$ cat config.mk
export PLATFORM = sky130hd
export DESIGN_NAME = request_retry_timeout_table
export DESIGN_NICKNAME = d
export VERILOG_FILES = /design/src/rtl/rrtt_pkg.sv /design/src/rtl/rrtt_cell.sv /design/src/rtl/rrtt_head.sv /design/src/rtl/request_retry_timeout_table.sv
export VERILOG_INCLUDE_DIRS = /design/src /design/src/rtl
export SDC_FILE = /design/constraint.sdc
export NUM_CORES = 2
export LEC_CHECK = 0
export ABC_AREA = 1
export BUFFER_PORTS_ARGS = -buffer_cell sky130_fd_sc_hd__clkbuf_2
export CAP_MARGIN = 25
export CORE_MARGIN = 4
export CORE_UTILIZATION = 65
export CTS_BUF_LIST = sky130_fd_sc_hd__clkbuf_4 sky130_fd_sc_hd__clkbuf_8
export DETAILED_ROUTE_END_ITERATION = 10
export PLACE_DENSITY_LB_ADDON = 0.2
export SETUP_SLACK_MARGIN = 0.1
export SLEW_MARGIN = 20
export SYNTH_ARGS = -nofsm -noshare
export SYNTH_HDL_FRONTEND = slang
export SYNTH_SLANG_ARGS = --single-unit
$ cat constraint.sdc
create_clock -name clk -period 11.2 [get_ports clk]
set_clock_uncertainty 0.15 [all_clocks]
set_input_delay 1.12 -clock clk [delete_from_list [all_inputs] [get_ports clk]]
set_output_delay 1.12 -clock clk [all_outputs]
set_load 0.02 [all_outputs]
$ cat src/rtl/request_retry_timeout_table_macros.svh
// Assertion macros for the request retry timeout table.
`ifndef REQUEST_RETRY_TIMEOUT_TABLE_MACROS_SVH
`define REQUEST_RETRY_TIMEOUT_TABLE_MACROS_SVH

// Same-cycle implication, sampled on clk, off during reset.
`define RRTT_ASSERT_IMP(lbl, ante, cons, msg) \
  lbl: assert property (@(posedge clk) disable iff (!rst_n) (ante) |-> (cons)) \
    else $error(msg);

// Next-cycle implication, sampled on clk, off during reset.
`define RRTT_ASSERT_NXT(lbl, ante, cons, msg) \
  lbl: assert property (@(posedge clk) disable iff (!rst_n) (ante) |=> (cons)) \
    else $error(msg);

`endif

$ cat src/rtl/rrtt_pkg.sv
// Shared types and constants of the request retry timeout table.
`default_nettype none

package rrtt_pkg;

  localparam int DEST_W   = 8;
  localparam int INST_W   = 5;
  localparam int HANDLE_W = 8;
  localparam int RETRY_W  = 8;
  localparam int DELAY_W  = 16;
  localparam int TIME_W   = 24;
  localparam int CFG_W    = 16;
  localparam int TICK_MS  = 5;

  typedef enum logic [1:0] {
    OP_PUSH = 2'd0,
    OP_RESP = 2'd1,
    OP_TICK = 2'd2,
    OP_NONE = 2'd3
  } op_t;

  typedef enum logic [2:0] {
    EV_TRANSMIT  = 3'd0,
    EV_MATCHED   = 3'd1,
    EV_TIMEOUT   = 3'd2,
    EV_UNMATCHED = 3'd3,
    EV_FULL      = 3'd4
  } ev_kind_t;

  typedef enum logic [0:0] {
    CFG_MAX_RETRIES = 1'b0,
    CFG_RETRY_DELAY = 1'b1
  } cfg_reg_t;

  typedef struct packed {
    logic [DEST_W-1:0]   dest;
    logic [INST_W-1:0]   inst;
    logic [HANDLE_W-1:0] handle;
    logic [TIME_W-1:0]   time_left;
    logic [RETRY_W-1:0]  retries;
  } entry_t;

  typedef struct packed {
    ev_kind_t            kind;
    logic [DEST_W-1:0]   dest;
    logic [HANDLE_W-1:0] handle;
    logic [INST_W-1:0]   inst;
  } evt_t;

  typedef struct packed {
    logic load;
    logic shift;
    logic back_vld;
  } cell_ctl_t;

endpackage

`default_nettype wire

$ cat src/rtl/rrtt_cell.sv
// One table cell: holds an entry, loads a push, shifts toward the head.
`default_nettype none

module rrtt_cell import rrtt_pkg::*; (
  input  wire logic      clk,
  input  wire logic      rst_n,
  input  wire cell_ctl_t ctl,
  input  wire logic      prev_vld,
  input  wire logic      next_vld,
  input  wire entry_t    next_ent,
  input  wire entry_t    push_ent,
  input  wire entry_t    back_ent,
  output logic           vld,
  output entry_t         ent
);

  logic   vld_r;
  logic   vld_nxt;
  entry_t ent_r;
  entry_t ent_nxt;

  always_comb begin
    vld_nxt = vld_r;
    ent_nxt = ent_r;
    if (ctl.load && !vld_r && prev_vld) begin
      vld_nxt = 1'b1;
      ent_nxt = push_ent;
    end else if (ctl.shift && vld_r) begin
      if (next_vld) begin
        ent_nxt = next_ent;
      end else begin
        // tail of the queue takes the processed head
        vld_nxt = ctl.back_vld;
        ent_nxt = back_ent;
      end
    end
  end

  always_ff @(posedge clk) begin
    if (!rst_n) begin
      vld_r <= 1'b0;
    end else begin
      vld_r <= vld_nxt;
    end
  end

  always_ff @(posedge clk) begin
    ent_r <= ent_nxt;
  end

  assign vld = vld_r;
  assign ent = ent_r;

endmodule

`default_nettype wire

$ cat src/rtl/rrtt_head.sv
// Head evaluation: ages, retransmits, expires or matches the head entry.
`default_nettype none

module rrtt_head import rrtt_pkg::*; (
  input  wire entry_t             head_ent,
  input  wire op_t                op,
  input  wire logic [INST_W-1:0]  inst,
  input  wire logic               hit,
  input  wire logic [DELAY_W-1:0] delay,
  output logic                    keep,
  output entry_t                  back_ent,
  output logic                    ev_vld,
  output evt_t                    ev
);

  logic [TIME_W-1:0] time_dec;
  logic [TIME_W-1:0] lim;

  always_comb begin
    time_dec = (head_ent.time_left > TIME_W'(TICK_MS)) ?
               head_ent.time_left - TIME_W'(TICK_MS) : '0;
    lim       = TIME_W'(head_ent.retries) * TIME_W'(delay);
    keep      = 1'b1;
    back_ent  = head_ent;
    ev_vld    = 1'b0;
    ev.kind   = EV_TRANSMIT;
    ev.dest   = head_ent.dest;
    ev.handle = head_ent.handle;
    ev.inst   = head_ent.inst;
    case (op)
      OP_TICK: begin
        back_ent.time_left = time_dec;
        if (time_dec == '0) begin
          keep    = 1'b0;
          ev_vld  = 1'b1;
          ev.kind = EV_TIMEOUT;
        end else if (head_ent.retries != '0 && time_dec <= lim) begin
          ev_vld           = 1'b1;
          back_ent.retries = head_ent.retries - RETRY_W'(1);
        end
      end
      OP_RESP: begin
        if (!hit && head_ent.inst == inst) begin
          keep    = 1'b0;
          ev_vld  = 1'b1;
          ev.kind = EV_MATCHED;
        end
      end
      default: begin
      end
    endcase
  end

endmodule

`default_nettype wire

$ cat src/rtl/request_retry_timeout_table.sv
// Push: multiply, write and output states in turn; a push on a full table gives EV_FULL.
// Response / tick: one entry per cycle through the head unit while the output is free, over
// cnt entries (cnt = entries held, at most TABLE_DEPTH); results at most one a cycle.
// Tick on an empty table gives no result; response on an empty table gives one unmatched result.
// A held output stalls the entry rotation; one request is in work at a time.
// Synchronous active-low reset empties the table, max_retries = 2, delay = 100.
`default_nettype none

module request_retry_timeout_table import rrtt_pkg::*; #(
  parameter int TABLE_DEPTH = 16
) (
  input  wire logic                clk,
  input  wire logic                rst_n,
  input  wire logic                in_valid,
  output logic                     in_ready,
  input  wire logic [1:0]          in_opcode,
  input  wire logic [DEST_W-1:0]   in_dest_eid,
  input  wire logic [INST_W-1:0]   in_instance_id,
  input  wire logic [HANDLE_W-1:0] in_request_handle,
  output logic                     out_valid,
  input  wire logic                out_ready,
  output logic [2:0]               out_event_kind,
  output logic [DEST_W-1:0]        out_dest_eid,
  output logic [HANDLE_W-1:0]      out_handle,
  output logic [INST_W-1:0]        out_instance,
  output logic                     out_last,
  input  wire logic                cfg_we,
  input  wire logic [0:0]          cfg_index,
  input  wire logic [CFG_W-1:0]    cfg_wdata
);

  localparam int CNT_W = $clog2(TABLE_DEPTH + 1);

  typedef enum logic [2:0] {
    ST_IDLE,
    ST_PUSH_MUL,
    ST_PUSH_WR,
    ST_SINGLE,
    ST_SCAN,
    ST_FLUSH
  } state_t;

  state_t              state_r, state_nxt;
  op_t                 op_r, op_nxt;
  logic [DEST_W-1:0]   dest_r, dest_nxt;
  logic [INST_W-1:0]   inst_r, inst_nxt;
  logic [HANDLE_W-1:0] handle_r, handle_nxt;
  ev_kind_t            kind_r, kind_nxt;
  logic [CNT_W-1:0]    cnt_r, cnt_nxt;
  logic [CNT_W-1:0]    steps_r, steps_nxt;
  logic                hit_r, hit_nxt;
  logic                pend_vld_r, pend_vld_nxt;
  evt_t                pend_r, pend_nxt;
  logic                out_valid_r, out_valid_nxt;
  evt_t                out_ev_r, out_ev_nxt;
  logic                out_last_r, out_last_nxt;

  logic [RETRY_W-1:0]  max_retries_r;
  logic [DELAY_W-1:0]  retry_delay_r;
  logic [TIME_W-1:0]   prod_r;

  logic                slot_free;
  cell_ctl_t           ctl;
  entry_t              push_ent;
  entry_t              back_ent;
  logic                keep;
  logic                ev_vld;
  evt_t                ev;

  logic [TABLE_DEPTH-1:0] cell_vld;
  entry_t                 cell_ent [TABLE_DEPTH];

  // configuration
  always_ff @(posedge clk) begin
    if (!rst_n) begin
      max_retries_r <= RETRY_W'(2);
      retry_delay_r <= DELAY_W'(100);
    end else if (cfg_we) begin
      case (cfg_reg_t'(cfg_index))
        CFG_MAX_RETRIES: max_retries_r <= cfg_wdata[RETRY_W-1:0];
        CFG_RETRY_DELAY: retry_delay_r <= cfg_wdata[DELAY_W-1:0];
        default: begin
        end
      endcase
    end
  end

  // retries * delay, registered; it settles in ST_PUSH_MUL before a push is written
  always_ff @(posedge clk) begin
    prod_r <= TIME_W'(max_retries_r) * TIME_W'(retry_delay_r);
  end

  assign push_ent.dest      = dest_r;
  assign push_ent.inst      = inst_r;
  assign push_ent.handle    = handle_r;
  assign push_ent.retries   = max_retries_r;
  assign push_ent.time_left = prod_r + TIME_W'(retry_delay_r);

  for (genvar gi = 0; gi < TABLE_DEPTH; gi++) begin : g_cell
    logic   prev_v;
    logic   next_v;
    entry_t next_e;

    if (gi == 0) begin : g_first
      assign prev_v = 1'b1;
    end else begin : g_prev
      assign prev_v = cell_vld[gi-1];
    end

    if (gi == TABLE_DEPTH - 1) begin : g_last
      assign next_v = 1'b0;
      assign next_e = back_ent;
    end else begin : g_next
      assign next_v = cell_vld[gi+1];
      assign next_e = cell_ent[gi+1];
    end

    rrtt_cell u_cell (
      .clk      (clk),
      .rst_n    (rst_n),
      .ctl      (ctl),
      .prev_vld (prev_v),
      .next_vld (next_v),
      .next_ent (next_e),
      .push_ent (push_ent),
      .back_ent (back_ent),
      .vld      (cell_vld[gi]),
      .ent      (cell_ent[gi])
    );
  end

  rrtt_head u_head (
    .head_ent (cell_ent[0]),
    .op       (op_r),
    .inst     (inst_r),
    .hit      (hit_r),
    .delay    (retry_delay_r),
    .keep     (keep),
    .back_ent (back_ent),
    .ev_vld   (ev_vld),
    .ev       (ev)
  );

  assign slot_free = !out_valid_r || out_ready;
  assign in_ready  = (state_r == ST_IDLE);

  always_comb begin
    state_nxt     = state_r;
    op_nxt        = op_r;
    dest_nxt      = dest_r;
    inst_nxt      = inst_r;
    handle_nxt    = handle_r;
    kind_nxt      = kind_r;
    cnt_nxt       = cnt_r;
    steps_nxt     = steps_r;
    hit_nxt       = hit_r;
    pend_vld_nxt  = pend_vld_r;
    pend_nxt      = pend_r;
    out_valid_nxt = out_valid_r && !out_ready;
    out_ev_nxt    = out_ev_r;
    out_last_nxt  = out_last_r;
    ctl           = '0;

    case (state_r)
      ST_IDLE: begin
        if (in_valid) begin
          op_nxt       = op_t'(in_opcode);
          dest_nxt     = in_dest_eid;
          inst_nxt     = in_instance_id;
          handle_nxt   = in_request_handle;
          hit_nxt      = 1'b0;
          pend_vld_nxt = 1'b0;
          steps_nxt    = cnt_r;
          case (op_t'(in_opcode))
            OP_PUSH: begin
              if (cnt_r == CNT_W'(TABLE_DEPTH)) begin
                kind_nxt  = EV_FULL;
                state_nxt = ST_SINGLE;
              end else begin
                state_nxt = ST_PUSH_MUL;
              end
            end
            OP_RESP: begin
              if (cnt_r == '0) begin
                kind_nxt   = EV_UNMATCHED;
                dest_nxt   = '0;
                handle_nxt = '0;
                state_nxt  = ST_SINGLE;
              end else begin
                state_nxt = ST_SCAN;
              end
            end
            OP_TICK: begin
              if (cnt_r != '0) begin
                state_nxt = ST_SCAN;
              end
            end
            default: begin
            end
          endcase
        end
      end
      ST_PUSH_MUL: begin
        state_nxt = ST_PUSH_WR;
      end
      ST_PUSH_WR: begin
        ctl.load  = 1'b1;
        cnt_nxt   = cnt_r + CNT_W'(1);
        kind_nxt  = EV_TRANSMIT;
        state_nxt = ST_SINGLE;
      end
      ST_SINGLE: begin
        if (slot_free) begin
          out_valid_nxt     = 1'b1;
          out_ev_nxt.kind   = kind_r;
          out_ev_nxt.dest   = dest_r;
          out_ev_nxt.handle = handle_r;
          out_ev_nxt.inst   = inst_r;
          out_last_nxt      = 1'b1;
          state_nxt         = ST_IDLE;
        end
      end
      ST_SCAN: begin
        if (slot_free) begin
          ctl.shift    = 1'b1;
          ctl.back_vld = keep;
          if (!keep) begin
            cnt_nxt = cnt_r - CNT_W'(1);
          end
          // hold one result back so the last one can be flagged
          if (ev_vld) begin
            if (pend_vld_r) begin
              out_valid_nxt = 1'b1;
              out_ev_nxt    = pend_r;
              out_last_nxt  = 1'b0;
            end
            pend_nxt     = ev;
            pend_vld_nxt = 1'b1;
            if (op_r == OP_RESP) begin
              hit_nxt = 1'b1;
            end
          end
          steps_nxt = steps_r - CNT_W'(1);
          if (steps_r == CNT_W'(1)) begin
            state_nxt = ST_FLUSH;
          end
        end
      end
      ST_FLUSH: begin
        if (op_r == OP_RESP && !hit_r) begin
          kind_nxt   = EV_UNMATCHED;
          dest_nxt   = '0;
          handle_nxt = '0;
          state_nxt  = ST_SINGLE;
        end else if (!pend_vld_r) begin
          state_nxt = ST_IDLE;
        end else if (slot_free) begin
          out_valid_nxt = 1'b1;
          out_ev_nxt    = pend_r;
          out_last_nxt  = 1'b1;
          pend_vld_nxt  = 1'b0;
          state_nxt     = ST_IDLE;
        end
      end
      default: begin
        state_nxt = ST_IDLE;
      end
    endcase
  end

  always_ff @(posedge clk) begin
    if (!rst_n) begin
      state_r     <= ST_IDLE;
      cnt_r       <= '0;
      hit_r       <= 1'b0;
      pend_vld_r  <= 1'b0;
      out_valid_r <= 1'b0;
    end else begin
      state_r     <= state_nxt;
      cnt_r       <= cnt_nxt;
      hit_r       <= hit_nxt;
      pend_vld_r  <= pend_vld_nxt;
      out_valid_r <= out_valid_nxt;
    end
    op_r       <= op_nxt;
    dest_r     <= dest_nxt;
    inst_r     <= inst_nxt;
    handle_r   <= handle_nxt;
    kind_r     <= kind_nxt;
    steps_r    <= steps_nxt;
    pend_r     <= pend_nxt;
    out_ev_r   <= out_ev_nxt;
    out_last_r <= out_last_nxt;
  end

  assign out_valid      = out_valid_r;
  assign out_event_kind = out_ev_r.kind;
  assign out_dest_eid   = out_ev_r.dest;
  assign out_handle     = out_ev_r.handle;
  assign out_instance   = out_ev_r.inst;
  assign out_last       = out_last_r;

`include "request_retry_timeout_table_macros.svh"

  `RRTT_ASSERT_IMP(a_cnt_matches_cells, 1'b1, $countones(cell_vld) == int'(cnt_r), "count off")
  `RRTT_ASSERT_IMP(a_head_valid_in_scan, state_r == ST_SCAN, cell_vld[0], "empty head in scan")
  `RRTT_ASSERT_IMP(a_no_pending_idle, state_r == ST_IDLE, !pend_vld_r, "result left pending")
  `RRTT_ASSERT_NXT(a_push_grows, state_r == ST_PUSH_WR, cnt_r == $past(cnt_r) + CNT_W'(1),
                   "push lost")

endmodule

`default_nettype wire
Word level (Yosys, flattened, before mapping)
Index checks and enable logic that the tools add are counted.

operators by class
  magnitude comparators = 2
  multiply operators = 2
  mux-type cells = 176
  $add $sub $neg = 6
  reductions and logical operators = 129
  equal/unequal tests = 44
  bitwise gates (word level) = 1

operators with widths
  operator                                             count
  two-way mux 53 bit                                   47
  two-way mux 24 bit                                   8
  two-way mux 1 bit                                    75
  two-way mux 8 bit                                    9
  case mux 24 bit (3 select lines)                     1
  != test 2 bit, second input constant                 27
  logical AND 1 bit                                    51
  multiplier 8 x 16 -> 24 bit                          2
  nonzero test 2 bit                                   20
  AND reduction 2 bit                                  19
  two-way mux 3 bit                                    12
  two-way mux 32 bit                                   1
  case mux 8 bit (2 select lines)                      2
  adder 24 x 16 -> 24 bit                              1
  > comparator 24 x 3 -> 1 bit, second input constant  1
  less-or-equal comparator 24 bit                      1
  zero test 24 bit                                     1
  subtractor 24 x 3 -> 24 bit, second input constant   1
  two-way mux 5 bit                                    4
  case mux 5 bit (2 select lines)                      2
  zero test 1 bit                                      19
  case mux 3 bit (3 select lines)                      2
  case mux 3 bit (6 select lines)                      1
  AND reduction 5 bit                                  3
  other kinds (29)                                     50

storage, ports and cells
  word-level logic and storage cells = 479
  bits of input ports = 45
  output and inout port bits = 27
  bits in registers = 1003

Longest topological paths before layout
  depth after elaboration = 10
  gate-level depth with buffers = 44
  depth with buffers taken out = 41

Cells and area by module
A second synthesis with hierarchy kept.

unflattened totals
  cell total of the unflattened synthesis = 9067
  area, all modules = 67936.4 um^2

modules (own cells, without submodules)
  module                       area each (um^2)  instances  cells each
  rrtt_cell                    3105.5            16         403
  request_retry_timeout_table  11343.4           1          1537
  rrtt_head                    6905.4            1          1082

Least setup slack after synthesis
OpenSTA, ideal clock, no wires.

  path kind = flip-flop to flip-flop
  from = register g_cell[0].u_cell.ent_r (netlist bit g_cell[0].u_cell.ent[2])
  to = register out_ev_r (netlist bit out_dest_eid[0]), enable pin
  slack = 3725 ps
  library setup time = 405 ps
  cell stages (with the launch flop) = 35
  arrival = 6920 ps
  path buffers = 2
  data required time = 10645 ps
  cell sequence = edfxtp_1 > clkbuf_1 > clkbuf_1 > nand2_1 > inv_1 > fa_1 > inv_1 > fa_1 > fa_1 > fa_1 > inv_1 > ha_1 > nand3_1 > nand3_1 > a21oi_1 > o21bai_1 > nand2_1 > o21bai_1 > a21boi_0 > o21ai_0 > nand3_1 > nand3_1 > nand2_1 > ha_1 > nand2_1 > nor2_1 > nand2_1 > or3_1 > nand2_1 > nand3_1 > nand2_1 > nand2_1 > nand3_1 > nand4_1 > nor2_1

on the way
  longest elaborated chain between the ends = 8

RTL lines
  item                                    line                                source
  from (decl)                             rrtt_cell.sv:19                     entry_t ent_r;
  from (signal assigned)                  rrtt_cell.sv:48                     ent_r <= ent_nxt;
  multiplier 8 x 16 -> 24 bit             rrtt_head.sv:22                     lim = TIME_W'(head_ent.retries) * TIME_W'(delay);
  less-or-equal comparator 24 bit         rrtt_head.sv:37                     end else if (head_ent.retries != '0 && time_dec <= lim) begin
  logical AND 1 bit *                     rrtt_head.sv:37
  two-way mux 1 bit *                     rrtt_head.sv:37
  two-way mux 1 bit *                     rrtt_head.sv:33                     if (time_dec == '0) begin
  case mux 1 bit (2 select lines) *       rrtt_head.sv:30                     case (op)
  != test 2 bit (no source line) *        n/a
  AND reduction 8 bit (no source line) *  n/a
  to (signal assigned)                    request_retry_timeout_table.sv:292  out_ev_r <= out_ev_nxt;
  to (decl)                               request_retry_timeout_table.sv:55   evt_t out_ev_r, out_ev_nxt;

Every way passes the cells marked *; elsewhere a longest branch is shown, timed or not.
A chain may end at the register's enable or synchronous reset.

==> impl_metrics.tcl <==
set metrics [dict create \
    die_h_um 309 \
    io_pins 72 \
    power-per-cell-area_nw_per_um2 168 \
    slew-limit-headroom 0.183 \
    synthMuxAreaShare 0 \
    layout.cells.non_filler 7671 \
    synthFlopType "edfxtp_1" \
    seq_area_frac_synth 0.499 \
    yosysWarnings 0 \
    globalplace.congestion 0.930 \
    multiInputGateArea_sq_um 25500 \
    finalSetupViolCount 0 \
    hp-class "in2reg" \
    synth_adder_area_share 0.0882 \
    die_area_sq_um 95300 \
    max_cap_violations 0 \
    gr-total-overflow 0 \
    drc 0 \
    grt_first_pass_wirelength_um 274000 \
    synthToLayoutAreaGrowth_pct 7.11 \
    ir_worst_vdd_v 0.000189 \
    crit_type "reg2reg" \
    synth_seq_cells 1001 \
    fmax_mhz 126 \
    hpwl_um 112000 \
    seq_area_sq_um 29300 \
    syn_inst 6559 \
    status "completed" \
    cts_sinks 1001 \
    hold_viol 0 \
    clk_latency_ns 0.87 \
    wl_um 180000 \
    path_common_cell "nand2_1" \
    period_minus_slack_ns 7.94 \
    die_w_um 309 \
    synth_top_family_by_area "simple AND/OR/NAND/NOR gates" \
    cpPeakStageDelay_ns 0.74 \
    clockBufferDepth 3 \
    grt_pass1_vias 47300 \
    arrival_ns 8.39 \
    initial_core_util 0.654 \
    final_max_slew_viol_count 0 \
    clkTransAtPathRegs_ns 0.07 \
    ant_nets 0 \
    vias 49700 \
    placed_cells 7380 \
    fin_crit_sh 0.709 \
    cts_hold_buf 0 \
    tns_ns 0 \
    grtUsageTotal 0.374 \
    antenna_found_initial 6 \
    final_net_count 6728 \
    p_leak_uw 0.0255 \
    first_pass_iters 9 \
    port_buffers 71 \
    drive_above_1_share 0.0935 \
    grt_max_degree 90 \
    cts_root_buf "clkbuf_8" \
    crit_path_start_kind "register" \
    worstSetupEndpointType "register" \
    fill_cells 6932 \
    core_sq_um 89900 \
    rsz0062_at_grt "false" \
    hold_slack_ns 0.276 \
    drt_iter0_drc 6742 \
    syn_avg_cell_area_sq_um 8.96 \
    synth_nets 6916 \
    via_per_inst 6.48 \
    tightest_slew_ns 1.21 \
    syn_area_sq_um 58800 \
    critPathSlowestCell "edfxtp_1" \
    cts_max_level 4 \
    async_reset_ff_frac 0 \
    cts_buffers 162 \
    synth-simple-area-share 0.165 \
    post_cts_resized 0 \
    path_max_fanout 20 \
    wl_per_cell_um 23.4 \
    cts_tree "yes" \
    synth_edf_count 926 \
    cts_setup_buffers 0 \
    cp.required_ns 11.64 \
    ys_types 51 \
    synth_compound_area_frac 0.165 \
    synth-xor-area-share 0.0103 \
    rows 110 \
]
-- routing by layer --
layer,vias to the layer above,GRT usage,routed length [um]
met5,-,0,26
met4,4,0.139,6910
met3,576,0.100,25200
met2,3536,0.581,80000
met1,23500,0.511,67500
li1,22100,-,-
-- kinds of logic (layout without fill, tap and decap cells) --
| kind of cell | after synthesis | in the layout |
|---|---|---|
| simple gates | 2389 | 2389 |
| compound gates | 1672 | 1672 |
| buf+inv | 1116 | 1050 |
| flops | 1001 | 1001 |
| fa+ha+maj | 312 | 312 |
| xor+xnor | 69 | 69 |
| other cells | 0 | 2 |
-- synthesized netlist by cell type (all sizes together) (7+ instances only) --
| cell type | number | area, sq um |
|---|---|---|
| nor2 | 729 | 2760 |
| o21ai | 901 | 4520 |
| inv | 557 | 2090 |
| nor3 | 27 | 155 |
| ha | 142 | 1780 |
| fa | 170 | 3400 |
| nand3 | 232 | 1370 |
| a22oi | 10 | 75.1 |
| dfxtp | 75 | 1500 |
| nand2 | 1358 | 5150 |
| a31oi | 17 | 125 |
| edfxtp | 926 | 27800 |
| o211ai | 314 | 2360 |
| nand4 | 34 | 213 |
| o21bai | 7 | 52.6 |
| buf | 73 | 370 |
| o22ai | 289 | 1810 |
| xor2 | 40 | 350 |
| xnor2 | 29 | 254 |
| clkbuf | 481 | 1810 |
| a21oi | 111 | 556 |
-- worst paths after layout --
| kind | startpoint | to | slack [ns] | depth (start not counted) |
|---|---|---|---|---|
| max reg2reg | g_cell[0].u_cell.ent[2] | g_cell[2].u_cell.ent[0] | 3.26 | 33 |
| min | in_instance_id[0] | inst_r[0] | 0.28 | 1 |
| max | g_cell[0].u_cell.ent[2] | g_cell[2].u_cell.ent[0] | 3.26 | 33 |
| min reg2reg | g_cell[0].u_cell.ent[52] | pend_r[20] | 0.30 | 0 |
-- cell type report --
cell class                 instances  area share
tap                             1176      0.0234
clock inverter                    58     0.00561
antenna                            2   0.0000795
clock buffer                     228      0.0445
sequential                      1001       0.466
inverter                         562      0.0340
multi-input combinational       4442       0.405
timing repair buffer             202      0.0222
-- state kept, by name, indices dropped and copies added (netlist names), 16 cells and up --
signal and cells:
g_cell.u_cell.ent 848, prod_r 24, pend_r 23, g_cell.u_cell.vld 16, retry_delay_r 16
-- stage by stage --
stage	area, sq um	setup slack (ns)	power (uW)	utilization
5_1_grt	62900	2.59	11100	0.700
2_1_floorplan	58800	3.72	6460	-
3_5_place_dp	59700	3.30	7420	0.665
3_3_place_gp	59700	3.23	7340	0.664
6_report	62900	3.26	10600	0.700
4_1_cts	62900	3.29	10500	0.700
-- where the power goes --
part           total [uW]  leakage, uW  switching, uW  internal [uW]
sequential           4420      0.00895            110           4310
combinational        3000       0.0149           2030            971
clock                3160      0.00165           1520           1640
-- critical path, delay by kind of cell, from the launching register on --
| kind | cells | cell delay, ns |
|---|---|---|
| compound gates | 5 | 1.07 |
| buf+inv | 4 | 0.42 |
| simple gates | 18 | 2.82 |
| fa+ha+maj | 6 | 2.46 |
| flops | 1 | 0.74 |
-- layout by cell type (no fill, tap or decap), types with 15 or more instances in the layout --
cell	Yosys	layout
xor2_1	40	40
fa_1	170	170
clkbuf_2	0	71
clkinv_2	0	33
clkbuf_8	0	174
clkbuf_4	0	54
ha_1	142	142
nand2_1	1343	1343
nand3_1	191	191
inv_1	538	523
o21ai_0	868	851
nor2_1	723	717
clkinv_1	5	39
o21ai_4	0	15
a21oi_1	111	110
edfxtp_1	926	926
dfxtp_1	75	74
nand3_2	41	41
o22ai_1	289	289
xnor2_1	29	29
o21ai_2	4	15
o21ai_1	29	20
buf_4	3	125
nand4_1	34	34
o211ai_1	314	314
No activity file was read; power rests on OpenSTA's default activity.
